--- config.mk ---
export PLATFORM = sky130hd
export DESIGN_NAME = process_table_round_robin_scheduler
export DESIGN_NICKNAME = d
export VERILOG_FILES = /design/src/rtl/prrs_pkg.sv /design/src/rtl/prrs_pick.sv /design/src/rtl/process_table_round_robin_scheduler.sv
export VERILOG_INCLUDE_DIRS = /design/src /design/src/rtl
export SDC_FILE = /design/constraint.sdc
export NUM_CORES = 2
export LEC_CHECK = 0
export BUFFER_PORTS_ARGS = -buffer_cell sky130_fd_sc_hd__buf_2
export CORE_MARGIN = 1.5
export CORE_UTILIZATION = 58
export DETAILED_ROUTE_END_ITERATION = 10
export GPL_TIMING_DRIVEN = 0
export PLACE_DENSITY_LB_ADDON = 0.25
export SKIP_LAST_GASP = 1
export SLEW_MARGIN = 15
export SYNTH_ARGS = -nofsm -noshare
export SYNTH_HDL_FRONTEND = slang
export SYNTH_SLANG_ARGS = --single-unit
--- constraint.sdc ---
create_clock -name clk -period 10.1 [get_ports clk]
set_clock_uncertainty 0.15 [all_clocks]
set_input_delay 2.02 -clock clk [delete_from_list [all_inputs] [get_ports clk]]
set_output_delay 2.02 -clock clk [all_outputs]
set_load 0.05 [all_outputs]
--- src/rtl/process_table_round_robin_scheduler_macros.svh ---
// Assertion macros shared by the process table scheduler RTL.
`ifndef PROCESS_TABLE_ROUND_ROBIN_SCHEDULER_MACROS_SVH
`define PROCESS_TABLE_ROUND_ROBIN_SCHEDULER_MACROS_SVH
`ifndef SYNTHESIS
// The property must hold at every clock edge outside reset.
`define PRRS_ASSERT(lbl, clk, rst_n, prop) \
    lbl: assert property (@(posedge clk) disable iff (!rst_n) prop) \
        else $error("process table scheduler assertion failed");
// The condition must never be true at a clock edge outside reset.
`define PRRS_NEVER(lbl, clk, rst_n, cond) \
    lbl: assert property (@(posedge clk) disable iff (!rst_n) !(cond)) \
        else $error("process table scheduler assertion failed");
`else
`define PRRS_ASSERT(lbl, clk, rst_n, prop)
`define PRRS_NEVER(lbl, clk, rst_n, cond)
`endif
`endif

--- src/rtl/prrs_pkg.sv ---
// Types, constants and helper functions of the process table scheduler.
`default_nettype none
package prrs_pkg;

    localparam int PID_W                 = 8;
    localparam int PID_RANGE             = 1 << PID_W;
    localparam int TABLE_ENTRIES_DEFAULT = 256;

    // The ready search works on groups of GRP_W entries; the group vector
    // has the same width, so one encoder function serves both levels.
    localparam int GRP_W  = 16;
    localparam int GRP_N  = PID_RANGE / GRP_W;
    localparam int GRP_IW = $clog2(GRP_W);

    typedef enum logic [1:0] {
        OP_CREATE    = 2'd0,
        OP_TERMINATE = 2'd1,
        OP_SCHEDULE  = 2'd2
    } opcode_t;

    typedef enum logic [2:0] {
        PS_NEW        = 3'd0,
        PS_READY      = 3'd1,
        PS_RUNNING    = 3'd2,
        PS_WAITING    = 3'd3,
        PS_TERMINATED = 3'd4
    } pstate_t;

    typedef enum logic [1:0] {
        RS_DONE     = 2'd0,
        RS_NOCHANGE = 2'd1,
        RS_NONE     = 2'd2
    } status_t;

    typedef enum logic [2:0] {
        ST_IDLE,
        ST_TERM,
        ST_SEARCH,
        ST_DEMOTE,
        ST_PROMOTE,
        ST_FINISH
    } fsm_t;

    typedef struct packed {
        logic [1:0]       opcode;
        logic [PID_W-1:0] pid;
    } req_t;

    typedef struct packed {
        logic [1:0]       status;
        logic [PID_W-1:0] pid_out;
        logic [2:0]       state_out;
    } rsp_t;

    typedef struct packed {
        logic           go;
        logic [PID_W:0] origin;
    } pick_req_t;

    typedef struct packed {
        logic             done;
        logic             found;
        logic [PID_W-1:0] idx;
    } pick_res_t;

    // Index of the lowest set bit, zero when none is set.
    function automatic logic [GRP_IW-1:0] lowest_set(input logic [GRP_W-1:0] v);
        logic [GRP_IW-1:0] r;
        r = '0;
        for (int i = GRP_W - 1; i >= 0; i--)
        begin
            if (v[i])
            begin
                r = GRP_IW'(i);
            end
        end
        return r;
    endfunction

endpackage
`default_nettype wire

--- src/rtl/prrs_pick.sv ---
// Rotating priority search of the ready mask, in three registered stages.
`default_nettype none
module prrs_pick #(
    parameter int USED = prrs_pkg::TABLE_ENTRIES_DEFAULT
) (
    input  logic                clk,
    input  logic                rst_n,
    input  prrs_pkg::pick_req_t pick_req,
    input  logic [USED-1:0]     ready,
    output prrs_pkg::pick_res_t pick_res
);
    import prrs_pkg::*;

    logic [PID_RANGE-1:0] ready_pad;
    logic [PID_RANGE-1:0] masked;
    logic [PID_W:0]       origin_reg;
    logic                 s1_reg;
    logic                 s2_reg;
    logic                 s3_reg;
    logic                 done_reg;
    logic [GRP_N-1:0]     hi_any_next;
    logic [GRP_N-1:0]     all_any_next;
    logic [GRP_N-1:0]     hi_any_reg;
    logic [GRP_N-1:0]     all_any_reg;
    logic                 use_hi_next;
    logic                 use_hi_reg;
    logic [GRP_IW-1:0]    grp_next;
    logic [GRP_IW-1:0]    grp_reg;
    logic                 found_next;
    logic                 found_reg;
    logic [GRP_W-1:0]     grp_bits;
    logic [PID_W-1:0]     idx_next;
    logic [PID_W-1:0]     idx_reg;

    assign ready_pad = PID_RANGE'(ready);

    // Entries at or after the search origin take precedence over the rest.
    always_comb
    begin
        for (int i = 0; i < PID_RANGE; i++)
        begin
            masked[i] = ready_pad[i] & ((PID_W + 1)'(i) >= origin_reg);
        end
        for (int g = 0; g < GRP_N; g++)
        begin
            hi_any_next[g]  = |masked[g*GRP_W +: GRP_W];
            all_any_next[g] = |ready_pad[g*GRP_W +: GRP_W];
        end
    end

    always_comb
    begin
        use_hi_next = |hi_any_reg;
        found_next  = |all_any_reg;
        grp_next    = lowest_set(use_hi_next ? hi_any_reg : all_any_reg);
    end

    always_comb
    begin
        grp_bits = use_hi_reg ? masked[grp_reg*GRP_W +: GRP_W]
                              : ready_pad[grp_reg*GRP_W +: GRP_W];
        idx_next = {grp_reg, lowest_set(grp_bits)};
    end

    always_ff @(posedge clk or negedge rst_n)
    begin
        if (!rst_n)
        begin
            s1_reg   <= 1'b0;
            s2_reg   <= 1'b0;
            s3_reg   <= 1'b0;
            done_reg <= 1'b0;
        end
        else
        begin
            s1_reg   <= pick_req.go;
            s2_reg   <= s1_reg;
            s3_reg   <= s2_reg;
            done_reg <= s3_reg;
        end
    end

    always_ff @(posedge clk)
    begin
        if (pick_req.go)
        begin
            origin_reg <= pick_req.origin;
        end
        if (s1_reg)
        begin
            hi_any_reg  <= hi_any_next;
            all_any_reg <= all_any_next;
        end
        if (s2_reg)
        begin
            use_hi_reg <= use_hi_next;
            grp_reg    <= grp_next;
            found_reg  <= found_next;
        end
        if (s3_reg)
        begin
            idx_reg <= idx_next;
        end
    end

    assign pick_res.done  = done_reg;
    assign pick_res.found = found_reg;
    assign pick_res.idx   = idx_reg;

endmodule
`default_nettype wire

--- src/rtl/process_table_round_robin_scheduler.sv ---
// Top level of the round-robin process table scheduler.
// One request is worked on at a time; the response register then frees the input side.
// Create, unused opcodes and terminates of pids outside the table go straight to the response;
// terminate reads and then writes the table; schedule runs three search stages and two table
// writes (none if nothing is ready). Responses that stall hold back the next request.
// Reset is asynchronous and active low; the table reads as all new at once, no sweep.
`default_nettype none
`include "process_table_round_robin_scheduler_macros.svh"
module process_table_round_robin_scheduler #(
    parameter int TABLE_ENTRIES = prrs_pkg::TABLE_ENTRIES_DEFAULT
) (
    input  logic           clk,
    input  logic           rst_n,
    input  logic           req_valid,
    output logic           req_stall,
    input  prrs_pkg::req_t req,
    output logic           rsp_valid,
    input  logic           rsp_stall,
    output prrs_pkg::rsp_t rsp
);
    import prrs_pkg::*;

    // Entries at or above the pid range can never be addressed, so they can
    // never become ready; only the addressable part of the table is stored.
    localparam int USED  = (TABLE_ENTRIES < PID_RANGE) ? TABLE_ENTRIES : PID_RANGE;
    localparam int IDX_W = $clog2(USED);

    fsm_t             fsm_reg;
    fsm_t             fsm_next;
    logic [PID_W-1:0] pid_reg;
    logic [PID_W-1:0] pid_next;
    logic [PID_W-1:0] rr_reg;
    logic [PID_W-1:0] rr_next;
    logic [PID_W-1:0] run_reg;
    logic [PID_W-1:0] run_next;
    logic             run_valid_reg;
    logic             run_valid_next;
    rsp_t             res_reg;
    rsp_t             res_next;
    rsp_t             rsp_reg;
    logic             rsp_valid_reg;
    logic             load_rsp;
    logic             accept;
    logic             in_range;

    // State table: a one-port-write, one-port-read memory with a registered
    // read. A written bit per entry makes an untouched entry read as new.
    pstate_t          mem [USED];
    logic [USED-1:0]  written_reg;
    logic [USED-1:0]  ready_reg;
    logic             mem_we;
    logic [IDX_W-1:0] mem_waddr;
    pstate_t          mem_wdata;
    logic             mem_re;
    logic [IDX_W-1:0] mem_raddr;
    pstate_t          rd_data_reg;
    logic             rd_valid_reg;
    pstate_t          rd_state;

    pick_req_t        pick_req;
    pick_res_t        pick_res;

    function automatic rsp_t make_rsp(input status_t s, input logic [PID_W-1:0] p,
                                      input pstate_t st);
        rsp_t r;
        r.status    = s;
        r.pid_out   = p;
        r.state_out = st;
        return r;
    endfunction

    // Requests are taken only between operations; a finished response may
    // still sit in the output register while the next request is taken.
    assign req_stall = (fsm_reg != ST_IDLE);
    assign accept    = req_valid && !req_stall;
    assign in_range  = (32'(req.pid) < TABLE_ENTRIES);
    assign rd_state  = rd_valid_reg ? rd_data_reg : PS_NEW;

    // The ready mask mirrors which table entries hold the ready state and
    // feeds the rotating search.
    prrs_pick #(
        .USED (USED)
    ) u_pick (
        .clk      (clk),
        .rst_n    (rst_n),
        .pick_req (pick_req),
        .ready    (ready_reg),
        .pick_res (pick_res)
    );

    // Next state.
    always_comb
    begin
        fsm_next = fsm_reg;
        case (fsm_reg)
            ST_IDLE:
            begin
                if (accept)
                begin
                    case (req.opcode)
                        OP_CREATE:    fsm_next = ST_FINISH;
                        OP_TERMINATE: fsm_next = in_range ? ST_TERM : ST_FINISH;
                        OP_SCHEDULE:  fsm_next = ST_SEARCH;
                        default:      fsm_next = ST_FINISH;
                    endcase
                end
            end
            ST_TERM:
            begin
                fsm_next = ST_FINISH;
            end
            ST_SEARCH:
            begin
                if (pick_res.done)
                begin
                    fsm_next = pick_res.found ? ST_DEMOTE : ST_FINISH;
                end
            end
            ST_DEMOTE:
            begin
                fsm_next = ST_PROMOTE;
            end
            ST_PROMOTE:
            begin
                fsm_next = ST_FINISH;
            end
            ST_FINISH:
            begin
                if (!rsp_valid_reg || !rsp_stall)
                begin
                    fsm_next = ST_IDLE;
                end
            end
            default:
            begin
                fsm_next = ST_IDLE;
            end
        endcase
    end

    // Memory accesses, search start and result of each step.
    always_comb
    begin
        mem_we          = 1'b0;
        mem_waddr       = req.pid[IDX_W-1:0];
        mem_wdata       = PS_NEW;
        mem_re          = 1'b0;
        mem_raddr       = req.pid[IDX_W-1:0];
        pick_req.go     = 1'b0;
        pick_req.origin = (PID_W + 1)'(rr_reg) + (PID_W + 1)'(1);
        pid_next        = pid_reg;
        rr_next         = rr_reg;
        run_next        = run_reg;
        run_valid_next  = run_valid_reg;
        res_next        = res_reg;
        load_rsp        = 1'b0;
        case (fsm_reg)
            ST_IDLE:
            begin
                if (accept)
                begin
                    pid_next = req.pid;
                    case (req.opcode)
                        OP_CREATE:
                        begin
                            // Creation makes any entry ready, running or
                            // terminated ones included.
                            if (in_range)
                            begin
                                mem_we    = 1'b1;
                                mem_wdata = PS_READY;
                                res_next  = make_rsp(RS_DONE, req.pid, PS_READY);
                            end
                            else
                            begin
                                res_next = make_rsp(RS_NOCHANGE, req.pid, PS_NEW);
                            end
                        end
                        OP_TERMINATE:
                        begin
                            if (in_range)
                            begin
                                mem_re = 1'b1;
                            end
                            else
                            begin
                                res_next = make_rsp(RS_NOCHANGE, req.pid, PS_NEW);
                            end
                        end
                        OP_SCHEDULE:
                        begin
                            // The running entry is read now so that its state
                            // is at hand when the search has finished.
                            mem_re      = 1'b1;
                            mem_raddr   = run_reg[IDX_W-1:0];
                            pick_req.go = 1'b1;
                        end
                        default:
                        begin
                            res_next = make_rsp(RS_NOCHANGE, '0, PS_NEW);
                        end
                    endcase
                end
            end
            ST_TERM:
            begin
                if (rd_state == PS_TERMINATED)
                begin
                    res_next = make_rsp(RS_NOCHANGE, pid_reg, PS_TERMINATED);
                end
                else
                begin
                    mem_we    = 1'b1;
                    mem_waddr = pid_reg[IDX_W-1:0];
                    mem_wdata = PS_TERMINATED;
                    res_next  = make_rsp(RS_DONE, pid_reg, PS_TERMINATED);
                end
            end
            ST_SEARCH:
            begin
                if (pick_res.done && !pick_res.found)
                begin
                    res_next = make_rsp(RS_NONE, '0, PS_NEW);
                end
            end
            ST_DEMOTE:
            begin
                // The previous pick goes back to ready only if it still runs;
                // a terminated or re-created entry keeps its state.
                if (run_valid_reg && rd_state == PS_RUNNING)
                begin
                    mem_we    = 1'b1;
                    mem_waddr = run_reg[IDX_W-1:0];
                    mem_wdata = PS_READY;
                end
            end
            ST_PROMOTE:
            begin
                mem_we         = 1'b1;
                mem_waddr      = pick_res.idx[IDX_W-1:0];
                mem_wdata      = PS_RUNNING;
                rr_next        = pick_res.idx;
                run_next       = pick_res.idx;
                run_valid_next = 1'b1;
                res_next       = make_rsp(RS_DONE, pick_res.idx, PS_RUNNING);
            end
            ST_FINISH:
            begin
                load_rsp = !rsp_valid_reg || !rsp_stall;
            end
            default:
            begin
                load_rsp = 1'b0;
            end
        endcase
    end

    always_ff @(posedge clk or negedge rst_n)
    begin
        if (!rst_n)
        begin
            fsm_reg       <= ST_IDLE;
            rr_reg        <= '0;
            run_reg       <= '0;
            run_valid_reg <= 1'b0;
            written_reg   <= '0;
            ready_reg     <= '0;
            rd_valid_reg  <= 1'b0;
            rsp_valid_reg <= 1'b0;
        end
        else
        begin
            fsm_reg       <= fsm_next;
            rr_reg        <= rr_next;
            run_reg       <= run_next;
            run_valid_reg <= run_valid_next;
            if (mem_we)
            begin
                written_reg[mem_waddr] <= 1'b1;
                ready_reg[mem_waddr]   <= (mem_wdata == PS_READY);
            end
            if (mem_re)
            begin
                rd_valid_reg <= written_reg[mem_raddr];
            end
            if (load_rsp)
            begin
                rsp_valid_reg <= 1'b1;
            end
            else if (!rsp_stall)
            begin
                rsp_valid_reg <= 1'b0;
            end
        end
    end

    always_ff @(posedge clk)
    begin
        if (mem_we)
        begin
            mem[mem_waddr] <= mem_wdata;
        end
        if (mem_re)
        begin
            rd_data_reg <= mem[mem_raddr];
        end
    end

    always_ff @(posedge clk)
    begin
        pid_reg <= pid_next;
        res_reg <= res_next;
        if (load_rsp)
        begin
            rsp_reg <= res_reg;
        end
    end

    assign rsp_valid = rsp_valid_reg;
    assign rsp       = rsp_reg;

    // A successful search must point at an entry that is ready.
    `PRRS_ASSERT(a_pick_is_ready, clk, rst_n,
        (pick_res.done && pick_res.found) |-> ready_reg[pick_res.idx[IDX_W-1:0]])
    // The search only reports while the control waits for it.
    `PRRS_NEVER(a_pick_when_searching, clk, rst_n,
        pick_res.done && (fsm_reg != ST_SEARCH))
    // Once something has been picked, the pointer and running entry agree.
    `PRRS_ASSERT(a_rr_tracks_running, clk, rst_n, run_valid_reg |-> (rr_reg == run_reg))
    // A response is never loaded over one that is still held by the consumer.
    `PRRS_NEVER(a_no_overwrite, clk, rst_n, load_rsp && rsp_valid_reg && rsp_stall)

endmodule
`default_nettype wire

==> run_results.csv, run 1 <==
group,metric,value,unit
logic_synthesis,synth_xor_area_frac,0.000793,
place,dp_cells,7138,
logic_synthesis,synth_common_cells,"edfxtp_1 (860), dfrtp_1 (530), nand2_1 (478)",
logic_synthesis,postSynthAreaPerCell,11.9,µm²
logic_synthesis,synth_top_family_by_area,"simple AND/OR/NAND/NOR gates",
place,placed_area,69100,µm²
logic_synthesis,yosys.area_share.simple,0.139,
logic_synthesis,synthCells,5576,
logic_synthesis,synth_most_common_cell,"edfxtp_1",
cts,cts-resized-gates,0,
logic_synthesis,synthAdderAreaFrac,0.00102,
logic_synthesis,syn_area,66200,µm²
logic_synthesis,ys_async_sr_fraction,0.381,
cts,htreeDepth,3,
global_routing,grt_pass1_wl,586000,µm
logic_synthesis,synth_top_area_cell,"edfxtp_1",
logic_synthesis,muxShareOfSynthArea,0.104,
global_routing,overflow,87,
cts,cts_root_buffer,"clkbuf_16",
global_routing,track_usage,0.741,
run_status,status,"stopped before the end",
logic_synthesis,ys_ff_latch,1390,
logic_synthesis,synth_compound_area_frac,0.134,
logic_synthesis,synth_flop_cell,"edfxtp_1",
run_status,firstError,"[ERROR GRT-0116] Global routing finished with congestion. Check the congestion regions in the DRC Viewer.",
place,portBuffers,28,
global_routing,grt_max_degree,104,
logic_synthesis,synth_edf_count,860,
cts,ctsHoldBuffers,0,
place,gp_congestion,1.25,
logic_synthesis,yosys_warnings,0,
logic_synthesis,yosys.cell_types.count,104,
logic_synthesis,synth_top_area_frac,0.390,
logic_synthesis,synth_seq_area_share,0.590,
floorplan,chipWidth,341,µm
cts,cts_made_buffers,120,
floorplan,io_pins,29,
floorplan,num_rows,123,
cts,clkSinkCount,1390,
floorplan,start_util,0.587,
place,hpwl,280000,µm
logic_synthesis,netlist_top_cells_area,"edfxtp_1 (39%), dfrtp_1 (20%), mux2_2 (5.3%), nand2_1 (2.7%), or2_2 (2.5%)",
cts,cts_setup_buffers,0,
global_routing,grt_pass1_vias,65649,
cts,cts_max_path_buffers,3,
floorplan,dieHeight,341,µm
run_status,failed_stage,"global routing",
logic_synthesis,synth_nets,5593,
## routing by layer
metal / track usage / overflow
met5: 0.334 / 0
met4: 0.715 / 46
met3: 0.608 / 0
met2: 0.885 / 38
met1: 0.752 / 3
## stage by stage
step | util | hold WS [ns] | setup WS [ns] | setup TNS (ns)
4_1_cts | 0.648 | 0.272 | 2.81 | 0
3_5_place_dp | 0.612 | 0.256 | 2.21 | 0
3_3_place_gp | 0.605 | 0.251 | -3.97 | -4983.31
2_1_floorplan | - | 0.250 | 2.02 | 0
## logic make-up after synthesis
kind of cell | count (synthesis)
multiplexers | 552
adder cells (fa/ha/maj) | 6
flip-flops | 1390
AND/OR/NAND/NOR | 1848
XOR/XNOR | 6
AO/OA/AOI/OAI | 1313
buffers and inverters | 461
==> run 2, diff against run 1 <==
--- a/config.mk
+++ b/config.mk
@@ -8,10 +8,10 @@
 export LEC_CHECK = 0
 export BUFFER_PORTS_ARGS = -buffer_cell sky130_fd_sc_hd__buf_2
 export CORE_MARGIN = 1.5
-export CORE_UTILIZATION = 58
+export CORE_UTILIZATION = 40
 export DETAILED_ROUTE_END_ITERATION = 10
 export GPL_TIMING_DRIVEN = 0
-export PLACE_DENSITY_LB_ADDON = 0.25
+export PLACE_DENSITY_LB_ADDON = 0.15
 export SKIP_LAST_GASP = 1
 export SLEW_MARGIN = 15
 export SYNTH_ARGS = -nofsm -noshare
==> run 2 against run 1 <==
Against the previous run: the flow now finishes, with violations (capacitance limit, slew limit); synthesized cell count unchanged; synthesized area unchanged.
==> run_results.csv, run 2 <==
group,metric,value,unit
run_status,status,"finished with violations",
run_status,violations,"capacitance limit, slew limit",
cts,clkSinkCount,1390,
sta,tightestPinTransition,1.54,ns
logic_synthesis,netlist_top_cells_area,"edfxtp_1 (39%), dfrtp_1 (20%), mux2_2 (5.3%), nand2_1 (2.7%), or2_2 (2.5%)",
cts,cts.clk_slew.worst_paths,0.06,ns
sta,tns,0,ns
floorplan,dieArea,168000,µm²
setup_path,worst_path_largest_cell_delay,0.99,ns
hold_path,holdCritStartpoint,"res_reg[0]",
logic_synthesis,synth_flop_cell,"edfxtp_1",
logic_synthesis,yosys_warnings,0,
layout,drive_gt1_frac,0.210,
cts,cts_made_buffers,143,
hold_path,worstHoldPathType,"flip-flop to flip-flop",
detailed_routing,wire_per_inst,51.9,µm
sta,relSlewSlack,-0.0308,
setup_path,critical_path_class,"input port to flip-flop",
layout,syn_to_final_growth,13.5,%
place,portBuffers,28,
layout,final_common_cell,"edfxtp_1",
sta,timing.fmax,0.127,GHz
detailed_routing,detail-route-antenna-nets,0,
detailed_routing,drt_iter0_markers,11044,
setup_path,cp_num_buf_inv,7,
sta,finalWorstSetupSlack,2.24,ns
detailed_routing,vias_per_cell,7.18,
logic_synthesis,synth_seq_area_share,0.590,
sta,hold_viol,0,
floorplan,num_rows,149,
cts,cts_root_buffer,"clkbuf_16",
logic_synthesis,ys_async_sr_fraction,0.381,
floorplan,dieHeight,410,µm
cts,htreeDepth,4,
floorplan,coreArea,165000,µm²
logic_synthesis,synth_top_area_frac,0.390,
layout,final_cell_mix,"edfxtp_1 (860), dfrtp_1 (529), nand2_1 (478)",
global_routing,grt_pass1_wl,540000,µm
global_routing,track_usage,0.495,
setup_path,crit_slowest_cell,"mux2i_1",
logic_synthesis,synth_top_area_cell,"edfxtp_1",
place,gp_congestion,1.12,
sta,maxSlewViolCount,17,
setup_path,r2r_end,"u_pick.idx_reg[2]",
global_routing,grt_pass1_vias,53870,
cts,cts_setup_buffers,0,
logic_synthesis,ys_ff_latch,1390,
sta,fin_crit_sh,0.778,
place,dp_cells,7851,
logic_synthesis,syn_area,66200,µm²
cts,cts_tree,"built",
layout,fin_nets,5825,
place,hpwl,325000,µm
setup_path,worstSetupEndpointType,"flip-flop",
logic_synthesis,synthCells,5576,
power,vdd_drop_max,201,µV
place,pre_cts_ws,2.12,ns
layout,fin_cells,8142,
hold_path,holdPathEnd,"rsp[0]",
power,cellLeakagePower,28.6,nW
setup_path,crit_path_frequent_cell,"buf_2",
logic_synthesis,yosys.cell_types.count,104,
setup_path,crit_family,"buffers and inverters",
logic_synthesis,synth_nets,5593,
global_routing,antenna_found_initial,40,
sta,period_needed,7.86,ns
setup_path,startpoint_type,"input port",
setup_path,r2r-start,"u_pick.origin_reg[8]",
detailed_routing,vias,58422,
layout,largest_reg_flops,768,
setup_path,crit_arrival,8.21,ns
setup_path,cp_max_fo,11,
global_routing,grt_max_degree,107,
cts,ctsHoldBuffers,0,
logic_synthesis,synth_most_common_cell,"edfxtp_1",
setup_path,rrSetupSlack,2.31,ns
global_routing,overflow,0,
job,maxCapViolCount,2,
setup_path,worstPathCellList,"buf_2, or4b_1, buf_6, inv_6, nand2_4, clkinv_2, mux2i_1, buf_2, clkbuf_1, clkbuf_2, o41ai_1, a21oi_1, a311oi_1, o2bb2ai_1, nor4_1",
detailed_routing,wl,423000,µm
floorplan,start_util,0.402,
detailed_routing,firstDrtPassIters,10,
sta,final-setup-viol-count,0,
logic_synthesis,postSynthAreaPerCell,11.9,µm²
setup_path,required,10.45,ns
cts,clock_latency,0.81,ns
sta,rsz0062_at_grt,"false",
hold_path,hold_depth,0,
setup_path,r2r_cells,14,
floorplan,chipWidth,410,µm
power,p_per_area,219,nW/µm²
cts,cts_max_path_buffers,3,
power,p_total,0.0164,W
floorplan,io_pins,29,
detailed_routing,route.detailed.drc,0,
logic_synthesis,synth_edf_count,860,
cts,cts-resized-gates,0,
logic_synthesis,synth_common_cells,"edfxtp_1 (860), dfrtp_1 (530), nand2_1 (478)",
setup_path,cp_num_cells,15,
run 2: worst max path at each step:
stage	from	slack, ns	endpoint
5_1_grt	u_pick.origin_reg[8]	2.61	u_pick.idx_reg[3]
3_3_place_gp	rst_n	-4.60	ready_reg[10]
6_report	req_valid	2.24	rd_data_reg[2]
2_1_floorplan	req[8]	2.02	mem[0][0]
3_5_place_dp	req_valid	2.12	rd_data_reg[2]
4_1_cts	u_pick.use_hi_reg	2.84	u_pick.idx_reg[3]
run 2: routing by layer:
metal / vias up / wire, µm / track usage
li1: 21803 / - / -
met1: 29597 / 148000 / 0.594
met2: 5402 / 174000 / 0.700
met3: 1606 / 48400 / 0.142
met4: 14 / 52500 / 0.491
met5: - / 128 / 0
run 2: cells by family after synthesis:
group,after synthesis,share of synthesized area
xor+xnor,6,0.000793
simple gates,1848,0.139
buf+inv,461,0.0321
fa+ha+maj,6,0.00102
compound gates,1313,0.134
flops,1390,0.590
mux,552,0.104
run 2: stage by stage:
| stage | utilization | hold slack [ns] | instance area, µm² |
|---|---|---|---|
| 2_1_floorplan | - | 0.250 | 66200 |
| 6_report | 0.457 | 0.265 | 75200 |
| 3_3_place_gp | 0.420 | 0.254 | 69100 |
| 3_5_place_dp | 0.427 | 0.255 | 70400 |
| 5_1_grt | 0.456 | 0.274 | 75100 |
| 4_1_cts | 0.456 | 0.265 | 75100 |
run 2: cell type report:
class | instances | area, µm²
Antenna cell | 29 | 72.6
Clock inverter | 65 | 643
Sequential cell | 1390 | 39100
Clock buffer | 196 | 4060
Timing Repair Buffer | 87 | 1010
Tap cell | 2189 | 2740
Inverter | 54 | 209
Buffer | 407 | 1990
Fill cell | 14974 | 89400
Multi-Input combinational cell | 3725 | 25400
run 2: where the power goes:
| group | switching (W) | total [W] | leakage [nW] | internal, W |
|---|---|---|---|---|
| sequential | 0.000353 | 0.00727 | 15.0 | 0.00692 |
| clock | 0.00236 | 0.00544 | 2.31 | 0.00308 |
| combinational | 0.00272 | 0.00372 | 11.3 | 0.00100 |
| total | 0.00543 | 0.0164 | 28.6 | 0.0110 |
Power figures use the tool's default switching activity.
